===== src/design/hrp_pkg.sv =====
// shared types, constants and character tables of the request header parser
`default_nettype none

package hrp_pkg;

    localparam int METHOD_CAP_DEF = 16;
    localparam int PATH_CAP_DEF   = 256;

    localparam int HLIM_W = 16;
    localparam int BLIM_W = 24;
    localparam int LEN_W  = BLIM_W + 1;

    localparam logic [HLIM_W-1:0] HEADER_LIMIT_RST = 16'd8192;
    localparam logic [BLIM_W-1:0] BODY_LIMIT_RST   = 24'd1048576;
    localparam logic [LEN_W-1:0]  LEN_SAT          = 25'h100_0000;

    localparam logic [7:0] CH_CR  = 8'h0d;
    localparam logic [7:0] CH_LF  = 8'h0a;
    localparam logic [7:0] CH_SP  = 8'h20;
    localparam logic [7:0] CH_TAB = 8'h09;

    localparam int CL_NAME_LEN = 15;
    localparam int VER_LEN     = 5;
    localparam int POST_LEN    = 4;

    // configuration register indexes
    localparam logic CFG_HEADER_LIMIT = 1'b0;
    localparam logic CFG_BODY_LIMIT   = 1'b1;

    typedef enum logic [2:0] {
        CLS_METHOD,
        CLS_PATH,
        CLS_HEADER,
        CLS_BODY,
        CLS_NONE
    } byte_class_t;

    typedef enum logic [1:0] {
        ST_OK,
        ST_BAD,
        ST_TOO_LARGE
    } status_t;

    typedef struct packed {
        byte_class_t       byte_class;
        logic [7:0]        byte_out;
        logic              done_res;
        status_t           status;
        logic              is_post;
        logic [BLIM_W-1:0] body_length;
    } hrp_result_t;

    typedef struct packed {
        logic step;
        logic clear;
        logic line_start;
    } hrp_clen_ctl_t;

    typedef struct packed {
        logic             err;
        logic             found;
        logic [LEN_W-1:0] value;
    } hrp_clen_stat_t;

    function automatic logic [7:0] cl_name_char(input logic [3:0] idx);
        logic [7:0] c;
        case (idx)
            4'd0:    c = "c";
            4'd1:    c = "o";
            4'd2:    c = "n";
            4'd3:    c = "t";
            4'd4:    c = "e";
            4'd5:    c = "n";
            4'd6:    c = "t";
            4'd7:    c = "-";
            4'd8:    c = "l";
            4'd9:    c = "e";
            4'd10:   c = "n";
            4'd11:   c = "g";
            4'd12:   c = "t";
            4'd13:   c = "h";
            4'd14:   c = ":";
            default: c = 8'h00;
        endcase
        return c;
    endfunction

    function automatic logic [7:0] ver_char(input logic [2:0] idx);
        logic [7:0] c;
        case (idx)
            3'd0:    c = "H";
            3'd1:    c = "T";
            3'd2:    c = "T";
            3'd3:    c = "P";
            3'd4:    c = "/";
            default: c = 8'h00;
        endcase
        return c;
    endfunction

    function automatic logic [7:0] post_char(input logic [1:0] idx);
        logic [7:0] c;
        case (idx)
            2'd0:    c = "P";
            2'd1:    c = "O";
            2'd2:    c = "S";
            2'd3:    c = "T";
            default: c = 8'h00;
        endcase
        return c;
    endfunction

    function automatic logic [7:0] to_lower(input logic [7:0] b);
        logic [7:0] r;
        r = (b >= "A" && b <= "Z") ? b + 8'd32 : b;
        return r;
    endfunction

    function automatic logic is_digit(input logic [7:0] b);
        logic r;
        r = (b >= "0" && b <= "9");
        return r;
    endfunction

endpackage

`default_nettype wire


===== src/design/http_request_header_parser.sv =====
// top level of the http request header parser: input stage, config and result register
//
// usage
//   s_* channel takes one transaction per received byte or per peer close:
//   s_tuser is the opcode (0 data byte, 1 close), s_tdata the byte.
//   m_* channel gives exactly one result transaction per input transaction,
//   in order; m_tlast marks the result that ends a request, m_tuser tags
//   the byte as method, path, other header, body or ignored.
//   cfg_we/cfg_addr/cfg_data write header_limit (0) and body_limit (1);
//   write them only while no transaction is in flight.
// pipeline
//   an accepted input goes to one input register, then the parse logic
//   feeds the result register, which drives m_tvalid.
//   it takes one byte per cycle while m_tready is high; each byte updates
//   a few small counters and matchers in a single pass.
// reset
//   rst_n clears the valid flags of both registers, the parse state, and
//   sets the limits to 8192 and 1048576; it then waits for the first request byte.
// back-pressure
//   when m_tready is low the result register holds; one more input is
//   held in the input register, then s_tready drops.
`default_nettype none

module http_request_header_parser
    import hrp_pkg::*;
#(
    parameter int METHOD_CAP = METHOD_CAP_DEF,
    parameter int PATH_CAP   = PATH_CAP_DEF
)
(
    input  wire logic              clk,
    input  wire logic              rst_n,
    input  wire logic              s_tvalid,
    output logic                   s_tready,
    input  wire logic [7:0]        s_tdata,   // [7:0] data_byte
    input  wire logic              s_tuser,   // [0] opcode
    output logic                   m_tvalid,
    input  wire logic              m_tready,
    output logic [39:0]            m_tdata,   // [7:0] byte_out, [9:8] status,
                                              // [10] is_post, [34:11] body_length
    output logic [2:0]             m_tuser,   // [2:0] byte_class
    output logic                   m_tlast,   // done_res
    input  wire logic              cfg_we,
    input  wire logic              cfg_addr,
    input  wire logic [BLIM_W-1:0] cfg_data
);

    localparam int OUT_W   = 8 + 2 + 1 + BLIM_W;
    localparam int TDATA_W = ((OUT_W + 7) / 8) * 8;

    logic              in_valid_reg;
    logic              in_op_reg;
    logic [7:0]        in_byte_reg;
    logic              out_valid_reg;
    hrp_result_t       out_res_reg;
    logic [HLIM_W-1:0] header_limit_reg;
    logic [BLIM_W-1:0] body_limit_reg;
    logic              advance;
    hrp_result_t       res;

    assign advance  = in_valid_reg && (!out_valid_reg || m_tready);
    assign s_tready = !in_valid_reg || advance;

    always_ff @(posedge clk or negedge rst_n)
    begin
        if (!rst_n)
        begin
            in_valid_reg  <= 1'b0;
            out_valid_reg <= 1'b0;
        end
        else
        begin
            if (s_tvalid && s_tready)
                in_valid_reg <= 1'b1;
            else if (advance)
                in_valid_reg <= 1'b0;

            if (advance)
                out_valid_reg <= 1'b1;
            else if (m_tready)
                out_valid_reg <= 1'b0;
        end
    end

    always_ff @(posedge clk)
    begin
        if (s_tvalid && s_tready)
        begin
            in_op_reg   <= s_tuser;
            in_byte_reg <= s_tdata;
        end
        if (advance)
            out_res_reg <= res;
    end

    always_ff @(posedge clk or negedge rst_n)
    begin
        if (!rst_n)
        begin
            header_limit_reg <= HEADER_LIMIT_RST;
            body_limit_reg   <= BODY_LIMIT_RST;
        end
        else if (cfg_we)
        begin
            if (cfg_addr == CFG_HEADER_LIMIT)
                header_limit_reg <= cfg_data[HLIM_W-1:0];
            else if (cfg_addr == CFG_BODY_LIMIT)
                body_limit_reg <= cfg_data;
        end
    end

    hrp_parse #(
        .METHOD_CAP (METHOD_CAP),
        .PATH_CAP   (PATH_CAP)
    ) u_parse (
        .clk          (clk),
        .rst_n        (rst_n),
        .step         (advance),
        .op_close     (in_op_reg),
        .data_byte    (in_byte_reg),
        .header_limit (header_limit_reg),
        .body_limit   (body_limit_reg),
        .res          (res)
    );

    assign m_tvalid = out_valid_reg;
    assign m_tuser  = out_res_reg.byte_class;
    assign m_tlast  = out_res_reg.done_res;
    assign m_tdata  = {(TDATA_W - OUT_W)'(0), out_res_reg.body_length, out_res_reg.is_post,
                       out_res_reg.status, out_res_reg.byte_out};

`ifndef SYNTHESIS
    a_too_large_is_post: assert property (@(posedge clk) disable iff (!rst_n)
        (m_tvalid && m_tlast && out_res_reg.status == ST_TOO_LARGE) |->
            (out_res_reg.is_post && out_res_reg.body_length == '0))
        else $error("payload too large reported without post or with a length");
`endif

endmodule

`default_nettype wire


===== src/design/hrp_clen.sv =====
// content-length header line matcher and decimal value accumulator
`default_nettype none

module hrp_clen
    import hrp_pkg::*;
(
    input  wire logic           clk,
    input  wire logic           rst_n,
    input  wire hrp_clen_ctl_t  ctl,
    input  wire logic [7:0]     data_byte,
    input  wire logic           prev_cr,
    input  wire logic           lf_end,
    output hrp_clen_stat_t      stat
);

    typedef enum logic [1:0] {
        LM_MATCH,
        LM_OTHER,
        LM_SKIP,
        LM_DIGITS
    } lmode_t;

    lmode_t           lmode_reg, lmode_next;
    logic [3:0]       lidx_reg, lidx_next;
    logic             found_reg, found_next;
    logic [LEN_W-1:0] value_reg, value_next;
    logic             err;
    logic [3:0]       digit;
    logic [LEN_W+3:0] prod;

    // ascii digits carry their value in the low nibble
    assign digit = data_byte[3:0];
    assign prod  = ({4'd0, value_reg} << 3) + ({4'd0, value_reg} << 1)
                 + (LEN_W+4)'(digit);

    always_comb
    begin
        lmode_next = lmode_reg;
        lidx_next  = lidx_reg;
        found_next = found_reg;
        value_next = value_reg;
        err        = 1'b0;
        if (ctl.clear)
        begin
            lmode_next = LM_MATCH;
            lidx_next  = '0;
            found_next = 1'b0;
            value_next = '0;
        end
        else if (ctl.line_start)
        begin
            lmode_next = LM_MATCH;
            lidx_next  = '0;
        end
        else if (ctl.step)
        begin
            case (lmode_reg)
                LM_MATCH:
                begin
                    if (lf_end)
                    begin
                        lidx_next = '0;
                    end
                    else if (lidx_reg < 4'(CL_NAME_LEN) &&
                             to_lower(data_byte) == cl_name_char(lidx_reg))
                    begin
                        lidx_next = lidx_reg + 4'd1;
                        if (lidx_reg == 4'(CL_NAME_LEN - 1))
                        begin
                            if (found_reg)
                                err = 1'b1;
                            else
                                lmode_next = LM_SKIP;
                        end
                    end
                    else
                    begin
                        lmode_next = LM_OTHER;
                    end
                end
                LM_OTHER:
                begin
                    if (lf_end)
                    begin
                        lmode_next = LM_MATCH;
                        lidx_next  = '0;
                    end
                end
                LM_SKIP:
                begin
                    if (is_digit(data_byte))
                    begin
                        lmode_next = LM_DIGITS;
                        value_next = LEN_W'(digit);
                    end
                    else if (data_byte != CH_SP && data_byte != CH_TAB)
                    begin
                        err = 1'b1;
                    end
                end
                LM_DIGITS:
                begin
                    if (prev_cr)
                    begin
                        if (data_byte != CH_LF)
                        begin
                            err = 1'b1;
                        end
                        else
                        begin
                            found_next = 1'b1;
                            lmode_next = LM_MATCH;
                            lidx_next  = '0;
                        end
                    end
                    else if (is_digit(data_byte))
                    begin
                        // saturate just above any body limit
                        if (prod > (LEN_W+4)'(LEN_SAT))
                            value_next = LEN_SAT;
                        else
                            value_next = prod[LEN_W-1:0];
                    end
                    else
                    begin
                        err = (data_byte != CH_CR);
                    end
                end
                default:
                begin
                    lmode_next = lmode_reg;
                end
            endcase
        end
    end

    always_ff @(posedge clk or negedge rst_n)
    begin
        if (!rst_n)
        begin
            lmode_reg <= LM_MATCH;
            lidx_reg  <= '0;
            found_reg <= 1'b0;
            value_reg <= '0;
        end
        else
        begin
            lmode_reg <= lmode_next;
            lidx_reg  <= lidx_next;
            found_reg <= found_next;
            value_reg <= value_next;
        end
    end

    assign stat.err   = err;
    assign stat.found = found_reg;
    assign stat.value = value_reg;

`ifndef SYNTHESIS
    a_skip_after_full_name: assert property (@(posedge clk) disable iff (!rst_n)
        (lmode_reg == LM_SKIP) |-> (lidx_reg == 4'(CL_NAME_LEN)))
        else $error("value skip entered without a full header name match");

    a_value_saturated: assert property (@(posedge clk) disable iff (!rst_n)
        ctl.step |=> (value_reg <= LEN_SAT))
        else $error("content length value above saturation point");
`endif

endmodule

`default_nettype wire


===== src/design/hrp_parse.sv =====
// request line and header phase tracking, body countdown and result formation
`default_nettype none

module hrp_parse
    import hrp_pkg::*;
#(
    parameter int METHOD_CAP = METHOD_CAP_DEF,
    parameter int PATH_CAP   = PATH_CAP_DEF
)
(
    input  wire logic              clk,
    input  wire logic              rst_n,
    input  wire logic              step,
    input  wire logic              op_close,
    input  wire logic [7:0]        data_byte,
    input  wire logic [HLIM_W-1:0] header_limit,
    input  wire logic [BLIM_W-1:0] body_limit,
    output hrp_result_t            res
);

    localparam int CAP_MAX = (PATH_CAP > METHOD_CAP) ? PATH_CAP : METHOD_CAP;
    localparam int SEG_MAX = (CAP_MAX > VER_LEN) ? CAP_MAX : VER_LEN;
    localparam int SEG_W   = $clog2(SEG_MAX + 1);

    typedef enum logic [2:0] {
        PH_IDLE,
        PH_METHOD,
        PH_PATH,
        PH_VERSION,
        PH_LINEREST,
        PH_HEADERS,
        PH_BODY,
        PH_DRAIN
    } phase_t;

    typedef enum logic [2:0] {
        CM_NONE,
        CM_CR,
        CM_CRLF,
        CM_CRLFCR,
        CM_END
    } crlf_t;

    phase_t            phase_reg, phase_next, ph_cur;
    crlf_t             crlf_reg, crlf_next;
    logic [HLIM_W-1:0] hcount_reg, hcount_next;
    logic [SEG_W-1:0]  seg_reg, seg_next, seg_inc;
    logic              post_prefix_reg, post_prefix_next;
    logic              is_post_reg, is_post_next;
    logic              prev_cr_reg, prev_cr_next;
    logic [BLIM_W-1:0] remaining_reg, remaining_next;
    logic              lf_end;
    logic              bad;
    hrp_clen_ctl_t     clen_ctl;
    hrp_clen_stat_t    clen_stat;

    assign lf_end  = (data_byte == CH_LF) && prev_cr_reg;
    assign seg_inc = seg_reg + SEG_W'(1);

    always_comb
    begin
        clen_ctl.clear      = step && op_close;
        clen_ctl.step       = step && !op_close && phase_reg == PH_HEADERS && is_post_reg;
        clen_ctl.line_start = step && !op_close && phase_reg == PH_LINEREST && lf_end;
    end

    hrp_clen u_clen (
        .clk       (clk),
        .rst_n     (rst_n),
        .ctl       (clen_ctl),
        .data_byte (data_byte),
        .prev_cr   (prev_cr_reg),
        .lf_end    (lf_end),
        .stat      (clen_stat)
    );

    always_comb
    begin
        phase_next       = phase_reg;
        crlf_next        = crlf_reg;
        hcount_next      = hcount_reg;
        seg_next         = seg_reg;
        post_prefix_next = post_prefix_reg;
        is_post_next     = is_post_reg;
        prev_cr_next     = prev_cr_reg;
        remaining_next   = remaining_reg;
        ph_cur           = phase_reg;
        bad              = 1'b0;

        res.byte_class  = CLS_NONE;
        res.byte_out    = data_byte;
        res.done_res    = 1'b0;
        res.status      = ST_OK;
        res.is_post     = 1'b0;
        res.body_length = '0;

        if (op_close)
        begin
            res.byte_out = 8'd0;
            if (phase_reg != PH_DRAIN)
            begin
                res.done_res = 1'b1;
                res.status   = ST_BAD;
                res.is_post  = is_post_reg;
            end
            phase_next       = PH_IDLE;
            crlf_next        = CM_NONE;
            hcount_next      = '0;
            seg_next         = '0;
            post_prefix_next = 1'b1;
            is_post_next     = 1'b0;
            prev_cr_next     = 1'b0;
            remaining_next   = '0;
        end
        else if (phase_reg == PH_DRAIN)
        begin
            res.byte_class = CLS_NONE;
        end
        else if (phase_reg == PH_BODY)
        begin
            res.byte_class = CLS_BODY;
            remaining_next = remaining_reg - 1'b1;
            if (remaining_reg == BLIM_W'(1))
            begin
                res.done_res    = 1'b1;
                res.is_post     = is_post_reg;
                res.body_length = clen_stat.value[BLIM_W-1:0];
                phase_next      = PH_DRAIN;
            end
        end
        else
        begin
            ph_cur         = (phase_reg == PH_IDLE) ? PH_METHOD : phase_reg;
            phase_next     = ph_cur;
            res.byte_class = CLS_HEADER;
            hcount_next    = (hcount_reg == '1) ? hcount_reg : hcount_reg + 1'b1;

            if (data_byte == CH_CR)
                crlf_next = (crlf_reg == CM_CRLF) ? CM_CRLFCR : CM_CR;
            else if (data_byte == CH_LF)
                crlf_next = (crlf_reg == CM_CR) ? CM_CRLF :
                            ((crlf_reg == CM_CRLFCR) ? CM_END : CM_NONE);
            else
                crlf_next = CM_NONE;

            case (ph_cur)
                PH_METHOD:
                begin
                    if (data_byte == CH_SP)
                    begin
                        if (seg_reg == '0)
                        begin
                            bad = 1'b1;
                        end
                        else
                        begin
                            is_post_next = (seg_reg == SEG_W'(POST_LEN)) && post_prefix_reg;
                            seg_next     = '0;
                            phase_next   = PH_PATH;
                        end
                    end
                    else
                    begin
                        res.byte_class = CLS_METHOD;
                        if (lf_end)
                        begin
                            bad = 1'b1;
                        end
                        else
                        begin
                            if (seg_reg >= SEG_W'(POST_LEN) ||
                                data_byte != post_char(seg_reg[1:0]))
                                post_prefix_next = 1'b0;
                            seg_next = seg_inc;
                            if (seg_inc >= SEG_W'(METHOD_CAP))
                                bad = 1'b1;
                        end
                    end
                end
                PH_PATH:
                begin
                    if (data_byte == CH_SP)
                    begin
                        if (seg_reg == '0)
                        begin
                            bad = 1'b1;
                        end
                        else
                        begin
                            seg_next   = '0;
                            phase_next = PH_VERSION;
                        end
                    end
                    else
                    begin
                        res.byte_class = CLS_PATH;
                        if (lf_end)
                        begin
                            bad = 1'b1;
                        end
                        else
                        begin
                            seg_next = seg_inc;
                            if (seg_inc >= SEG_W'(PATH_CAP))
                                bad = 1'b1;
                        end
                    end
                end
                PH_VERSION:
                begin
                    if (seg_reg >= SEG_W'(VER_LEN) ||
                        data_byte != ver_char(seg_reg[2:0]))
                    begin
                        bad = 1'b1;
                    end
                    else
                    begin
                        seg_next = seg_inc;
                        if (seg_inc == SEG_W'(VER_LEN))
                            phase_next = PH_LINEREST;
                    end
                end
                PH_LINEREST:
                begin
                    if (lf_end)
                        phase_next = PH_HEADERS;
                end
                default:
                begin
                    bad = is_post_reg && clen_stat.err;
                end
            endcase

            prev_cr_next = (data_byte == CH_CR);

            if (bad)
            begin
                res.byte_class = CLS_NONE;
                res.done_res   = 1'b1;
                res.status     = ST_BAD;
                res.is_post    = is_post_next;
                phase_next     = PH_DRAIN;
            end
            else if (crlf_next == CM_END && phase_next == PH_HEADERS)
            begin
                // the blank line never changes the content-length state,
                // so its registered value is final here
                phase_next = PH_DRAIN;
                if (!is_post_next)
                begin
                    res.done_res = 1'b1;
                end
                else if (!clen_stat.found)
                begin
                    res.byte_class = CLS_NONE;
                    res.done_res   = 1'b1;
                    res.status     = ST_BAD;
                    res.is_post    = 1'b1;
                end
                else if (clen_stat.value > {1'b0, body_limit})
                begin
                    res.done_res = 1'b1;
                    res.status   = ST_TOO_LARGE;
                    res.is_post  = 1'b1;
                end
                else if (clen_stat.value == '0)
                begin
                    res.done_res = 1'b1;
                    res.is_post  = 1'b1;
                end
                else
                begin
                    remaining_next = clen_stat.value[BLIM_W-1:0];
                    phase_next     = PH_BODY;
                end
            end
            else if (hcount_next >= header_limit)
            begin
                res.byte_class = CLS_NONE;
                res.done_res   = 1'b1;
                res.status     = ST_BAD;
                res.is_post    = is_post_next;
                phase_next     = PH_DRAIN;
            end
        end
    end

    always_ff @(posedge clk or negedge rst_n)
    begin
        if (!rst_n)
        begin
            phase_reg       <= PH_IDLE;
            crlf_reg        <= CM_NONE;
            hcount_reg      <= '0;
            seg_reg         <= '0;
            post_prefix_reg <= 1'b1;
            is_post_reg     <= 1'b0;
            prev_cr_reg     <= 1'b0;
            remaining_reg   <= '0;
        end
        else if (step)
        begin
            phase_reg       <= phase_next;
            crlf_reg        <= crlf_next;
            hcount_reg      <= hcount_next;
            seg_reg         <= seg_next;
            post_prefix_reg <= post_prefix_next;
            is_post_reg     <= is_post_next;
            prev_cr_reg     <= prev_cr_next;
            remaining_reg   <= remaining_next;
        end
    end

`ifndef SYNTHESIS
    a_body_count_nonzero: assert property (@(posedge clk) disable iff (!rst_n)
        (phase_reg == PH_BODY) |-> (remaining_reg != '0))
        else $error("body phase with no bytes remaining");

    a_body_needs_length: assert property (@(posedge clk) disable iff (!rst_n)
        (phase_reg == PH_BODY) |-> (is_post_reg && clen_stat.found))
        else $error("body phase without a post and a content length");
`endif

endmodule

`default_nettype wire


===== config.mk =====
export PLATFORM = sky130hd
export DESIGN_NAME = http_request_header_parser
export DESIGN_NICKNAME = d
export VERILOG_FILES = /design/src/design/hrp_pkg.sv /design/src/design/http_request_header_parser.sv /design/src/design/hrp_clen.sv /design/src/design/hrp_parse.sv
export SDC_FILE = /design/constraint.sdc
export NUM_CORES = 1
export LEC_CHECK = 0
export ABC_CLOCK_PERIOD_IN_PS = 7250
export BUFFER_PORTS_ARGS = -buffer_cell sky130_fd_sc_hd__buf_2
export CORE_MARGIN = 3
export CORE_UTILIZATION = 65
export DETAILED_ROUTE_END_ITERATION = 6
export GPL_TIMING_DRIVEN = 0
export PLACE_DENSITY = 0.83
export SETUP_SLACK_MARGIN = 0.15
export SYNTH_ARGS = -nofsm -noshare
export SYNTH_HDL_FRONTEND = slang
export SYNTH_SLANG_ARGS = --single-unit

===== constraint.sdc =====
create_clock -name clk -period 7.25 [get_ports clk]
set_clock_uncertainty 0.2 [all_clocks]
set_input_delay 1.45 -clock clk [delete_from_list [all_inputs] [get_ports clk]]
set_output_delay 1.45 -clock clk [all_outputs]
set_load 0.05 [all_outputs]

==> results of run 1 <==
kinds of logic after synthesis:
| kind of cell | count (synthesis) | share of synthesized area |
|---|---|---|
| buffers and inverters | 141 | 0.0487 |
| and+or+nand+nor | 514 | 0.213 |
| adders and majority gates | 111 | 0.113 |
| AOI/OAI and AO/OA | 358 | 0.190 |
| DFF | 179 | 0.379 |
| xor gates and xnor gates | 32 | 0.0225 |
| muxes | 37 | 0.0327 |
| other | 1 | 0.000301 |
final cells by class:
class	count	area share
clock buffers	17	0.0308
repair buffers	80	0.0311
clock inverters	15	0.0138
multi-input cells	1057	0.517
well taps	229	0.0208
plain buffers	63	0.0228
flip-flops and latches	179	0.342
inverters	78	0.0212
worst register-to-register path: cells and delay by family, from the launching register on:
| family | cells | cell delay [ns] |
|---|---|---|
| simple gates | 7 | 1.84 |
| xor+xnor | 1 | 0.15 |
| compound gates | 7 | 1.44 |
| fa+ha+maj | 1 | 0.29 |
| flops | 1 | 0.35 |
| buf+inv | 1 | 0.27 |
power by group through the flow:
| stage | Clock, W | Sequential [W] | Combinational, W |
|---|---|---|---|
| final | 0.000949 | 0.00121 | 0.000784 |
| after global routing | 0.00100 | 0.00122 | 0.000871 |
| after CTS | 0.000957 | 0.00121 | 0.000777 |
| after detailed placement | 0 | 0.00123 | 0.000768 |
| after global placement | 0 | 0.00122 | 0.000732 |
| after floorplan | 0 | 0.00125 | 0.000531 |
cell usage after synthesis (29+ instances only):
master,number,share of area
mux2_2,29,0.026
nand3_1,37,0.015
ha_1,109,0.11
and2_1,37,0.019
inv_1,76,0.023
o21ai_0,110,0.044
edfxtp_1,48,0.12
nand2_1,166,0.050
dfrtp_1,128,0.26
nor3_1,41,0.016
clkbuf_1,43,0.013
a21oi_1,62,0.025
nor2_1,73,0.022
a21o_1,30,0.018
worst paths after layout:
check / startpoint / end / slack, ns / depth (start not counted)
max reg2reg: u_parse.hcount_reg[6] / m_tuser[1] / 2.57 / 17
min in group asynchronous: rst_n / body_limit_reg[17] / 0.77 / 1
max in group asynchronous: rst_n / u_parse.post_prefix_reg / 5.25 / 2
min reg2reg: u_parse.post_prefix_reg / u_parse.post_prefix_reg / 0.29 / 2
min: u_parse.post_prefix_reg / u_parse.post_prefix_reg / 0.29 / 2
max: m_tready / u_parse.u_clen.value_reg[23] / 2.55 / 13
routing by layer:
layer	up-vias	track usage	wire length [um]
li1	5229	-	-
met1	5283	0.433	13800
met3	76	0.0681	2860
met5	-	0	0
met2	559	0.508	15200
met4	0	0.104	713
through the flow:
stage / setup slack (ns) / cells / total power [W]
2_1_floorplan: 2.82 / 1377 / 0.00178
3_3_place_gp: 1.65 / 1685 / 0.00195
3_5_place_dp: 2.20 / 1686 / 0.00199
4_1_cts: 2.62 / 1718 / 0.00294
5_1_grt: 2.25 / 1718 / 0.00309
6_report: 2.55 / 1718 / 0.00294
==> run_results.csv, run 1 <==
group,metric,value,unit
cells_and_area,layout_common_cells,"nand2_1 (166), dfrtp_1 (128), o21ai_0 (110), ha_1 (109), buf_2 (86)",
setup_path,arrival,4.85,ns
global_route,antenna_found_initial,0,
sta,slew_headroom,0.335,
clock_network,cts_tree,"yes",
sta,setup_violations,0,
sta,setup_tns,0,ns
die,num_rows,49,
sta,layout_min_cycle_time,4.70,ns
setup_path,worstPathRequired,7.40,ns
yosys,ys_seq_area_frac,0.379,
yosys,synthArstFlopShare,0.732,
status,status,"complete, but fails checks",
clock_network,clockBufferDepth,2,
die,fp.dieW,144,um
sta,min_period_over_period,0.649,
route,dr.pass1.iters,7,
placement,numPortBuffers,79,
cells_and_area,fin_util,0.750,
clock_network,clk_latency,0.45,ns
global_route,grt_max_degree,74,
cells_and_area,area_growth,10.8,%
cells_and_area,layout_commonest_cell,"nand2_1",
sta,hold_violations,0,
die,core,0.0184,sq mm
clock_network,cts_resized,0,
status,failed_checks,"DRC",
yosys,synthFlopType,"dfrtp_1",
sta,max_freq,213,MHz
setup_path,critPathBufInv,5,
power_and_ir_drop,power.share.clock,0.323,
cells_and_area,n_antenna_cell,0,
placement,placed_area,0.0132,sq mm
global_route,grt_pass1_wl,53.2,mm
placement,dpl.hpwl,23.9,mm
setup_path,path_max_fanout,45,
sta,hold_ws,0.295,ns
yosys,synth_warnings,0,
clock_network,post_cts_buffers,0,
setup_path,path_cells,"buf_2 > nand2b_1 > nand2_1 > inv_2 > nand2_1 > nand2_1 > nand2_1 > inv_2 > and3_1 > clkbuf_1 > o211ai_2 > buf_2 > o21ai_0",
setup_path,worstSetupPathType,"in -> reg",
power_and_ir_drop,peakVddDrop,0.188,mV
placement,gp_congestion,0.932,
power_and_ir_drop,swShare,0.349,
global_route,grt_usage,0.318,
route,wl_per_cell,18.9,um
setup_path,crit_family,"buffers and inverters",
route,first_iter_violations,1089,
cells_and_area,regArea,0.00472,sq mm
setup_path,cpMostUsedCell,"nand2_1",
die,die_area,0.0209,sq mm
sta,tightest_slew,0.996,ns
min_path,hp-class,"reg -> reg",
route,drc,1,
yosys,netlist_area,0.0125,sq mm
yosys,ys_ff_latch,179,
yosys,synth.distinct_cells,88,
clock_network,cts_root_buf,"clkbuf_16",
setup_path,max_stage_delay,0.82,ns
setup_path,critPathSlowestCell,"inv_2",
power_and_ir_drop,pwr-share-comb,0.266,
cells_and_area,multi_input_area,0.00714,sq mm
cells_and_area,nets,1626,
die,die_h,144,um
run,cap_violations,0,
die,ios,85,
power_and_ir_drop,p_per_area,213,mW/mm^2
power_and_ir_drop,share_seq_of_total_power,0.411,
clock_network,htreeDepth,4,
route,viasPerCell,6.49,
power_and_ir_drop,p_leak,6.54,nW
yosys,synth_edf_count,48,
cells_and_area,n_fill_cell,1309,
sta,rsz0062_at_grt,"no",
yosys,postSynthCellCount,1373,
cells_and_area,drive_gt1_frac,0.130,
die,initial_utilization,0.677,
cells_and_area,largest_reg_flops,35,
setup_path,end_kind,"flop",
clock_network,cts-hold-fix-buffers,0,
route,finalWirelength,32.6,mm
clock_network,clock_sinks,179,
clock_network,cts_inserted_buffers,17,
route,ant_nets,0,
yosys,postSynthAreaPerCell,9.07,sq um
setup_path,worstSetupStartpointType,"input port",
power_and_ir_drop,p_int,0.00192,W
cells_and_area,stdcell_area,0.0138,sq mm
global_route,grt-ovfl-total,0,
power_and_ir_drop,power_switching,0.00103,W
route,vias,11100,
clock_network,clk_pin_slew,0.07,ns
sta,slew_viol_final,0,
global_route,grt_pass1_vias,10800,
Power figures use the tool's default switching activity.
==> run 2: changes to the inputs <==
ABC_CLOCK_PERIOD_IN_PS = 3800   (was 7250)
CORE_UTILIZATION = 56   (was 65)
PLACE_DENSITY = 0.76   (was 0.83)
clock period = 3.8 ns   (was 7.25 ns; I/O delays follow)
==> run_results.csv, run 2 (synthesis results as in run 1) <==
group,metric,value,unit
sta,hold_ws,0.0892,ns
cells_and_area,fin_util,0.691,
clock_network,clock_sinks,179,
cells_and_area,multi_input_area,0.00767,sq mm
setup_path,worstSetupPathType,"reg -> reg",
sta,hold_violations,0,
setup_path,critPathSlowestCell,"dfrtp_2",
route,dr.pass1.iters,5,
clock_network,cts_inserted_buffers,17,
setup_path,path_max_fanout,7,
sta,worst_slack,-0.0326,ns
route,wl_per_cell,19.1,um
route,vias,11400,
die,ios,85,
clock_network,cts_root_buf,"clkbuf_16",
placement,numPortBuffers,79,
run,cap_violations,0,
power_and_ir_drop,p_leak,6.90,nW
setup_path,max_stage_delay,0.50,ns
setup_path,path_cells,"ha_1 > ha_1 > and2_1 > a221o_1 > a31oi_4 > nor2_1 > or3_1 > a21oi_1 > and4b_1 > buf_6 > o211ai_4 > buf_6 > buf_6 > o31ai_2",
route,dr_wl_met3,2.60,mm
clock_network,clockBufferDepth,2,
global_route,grt_max_degree,70,
placement,dpl.cell_count,1732,
setup_path,crit_family,"compound AO/OA/AOI/OAI gates",
cells_and_area,nets,1672,
die,die_area,0.0241,sq mm
cells_and_area,final_cells,1810,
placement,gp_congestion,0.933,
sta,min_period_over_period,1.01,
sta,slew_viol_final,0,
min_path,hp-class,"in -> async",
power_and_ir_drop,peakVddDrop,0.242,mV
status,status,"complete, but fails checks",
cells_and_area,regArea,0.00474,sq mm
die,num_rows,53,
placement,dpl.hpwl,23.9,mm
sta,max_freq,261,MHz
setup_path,end_kind,"flop",
global_route,grt_pass1_vias,10800,
sta,setup_tns,-0.0756,ns
route,ant_nets,0,
die,fp.dieW,155,um
power_and_ir_drop,p_per_area,386,mW/mm^2
route,first_iter_violations,1143,
setup_path,arrival,3.98,ns
die,die_h,155,um
clock_network,clk_pin_slew,0.08,ns
cells_and_area,drive_gt1_frac,0.229,
status,failed_checks,"setup timing",
clock_network,htreeDepth,4,
route,finalWirelength,34.6,mm
route,drc,0,
clock_network,cts_tree,"yes",
cells_and_area,largest_reg_flops,35,
cells_and_area,stdcell_area,0.0148,sq mm
cells_and_area,layout_common_cells,"nand2_1 (165), dfrtp_1 (111), ha_1 (104), o21ai_0 (87), buf_2 (85)",
setup_path,worstPathRequired,3.94,ns
setup_path,worstSetupStartpointType,"flop",
die,core,0.0214,sq mm
cells_and_area,n_antenna_cell,0,
sta,layout_min_cycle_time,3.83,ns
die,initial_utilization,0.582,
sta,setup_violations,11,
clock_network,clk_latency,0.44,ns
global_route,grt_usage,0.276,
global_route,grt_pass1_wl,54.4,mm
route,drt-met1-wl,14.9,mm
cells_and_area,area_growth,18.8,%
global_route,antenna_found_initial,0,
placement,placed_area,0.0133,sq mm
cells_and_area,n_fill_cell,1604,
route,wl_met2,16.4,mm
route,highest_layer,"met4",
sta,rsz0062_at_grt,"yes",
sta,tightest_slew,1.10,ns
setup_path,critPathBufInv,3,
route,viasPerCell,6.31,
global_route,grt-ovfl-total,0,
sta,slew_headroom,0.263,
cells_and_area,layout_commonest_cell,"nand2_1",
setup_path,cpMostUsedCell,"buf_6",
[run 2: what timing repair did]
action / CTS / global route
cloned: 2 / 1
resized for setup: 77 / 89
buffers inserted: 20 / 23
hold buffers: 0 / 0
pin swaps: 17 / 35
setup endpoints to repair: 49 / 48
[run 2: path summary, 6_finish.rpt]
kind                                                    from                          end  slack (ns)  cells after the start
min in group clk                     u_parse.post_prefix_reg      u_parse.post_prefix_reg        0.27                      2
worst min-delay path                                   rst_n           body_limit_reg[18]        0.09                      1
worst max-delay path            u_parse.u_clen.value_reg[13]  u_parse.u_clen.value_reg[7]       -0.03                     14
worst min register to register       u_parse.post_prefix_reg      u_parse.post_prefix_reg        0.27                      2
worst max register to register  u_parse.u_clen.value_reg[13]  u_parse.u_clen.value_reg[7]       -0.03                     14
max in group asynchronous                              rst_n         header_limit_reg[13]        2.52                      2
[run 2: metrics by stage]
stage,power [W],setup WS [ns]
5_1_grt,0.00598,-0.138
6_report,0.00571,-0.0326
4_1_cts,0.00562,0.0127
3_3_place_gp,0.00374,-0.659
3_5_place_dp,0.00380,-0.717
2_1_floorplan,0.00341,0.155
[run 2: cell type report]
type | count | area share
inverters | 78 | 0.0200
clock buffers | 17 | 0.0287
repair inverters | 2 | 0.000676
plain buffers | 63 | 0.0232
well taps | 275 | 0.0232
repair buffers | 124 | 0.0539
flip-flops and latches | 179 | 0.321
clock inverters | 15 | 0.0112
multi-input cells | 1057 | 0.518
[run 2: power by group]
| group | switching [W] | leakage, nW | internal (W) | total [W] |
|---|---|---|---|---|
| Clock | 0.000865 | 0.286 | 0.000881 | 0.00175 |
| Sequential | 0.000135 | 2.17 | 0.00215 | 0.00229 |
| Combinational | 0.00104 | 4.44 | 0.000638 | 0.00167 |
[run 2: metal layers]
layer  track usage  up-vias
met5             0        -
met1         0.384     5519
met2         0.450      521
met3        0.0345       60
li1              -     5323
met4        0.0904        0
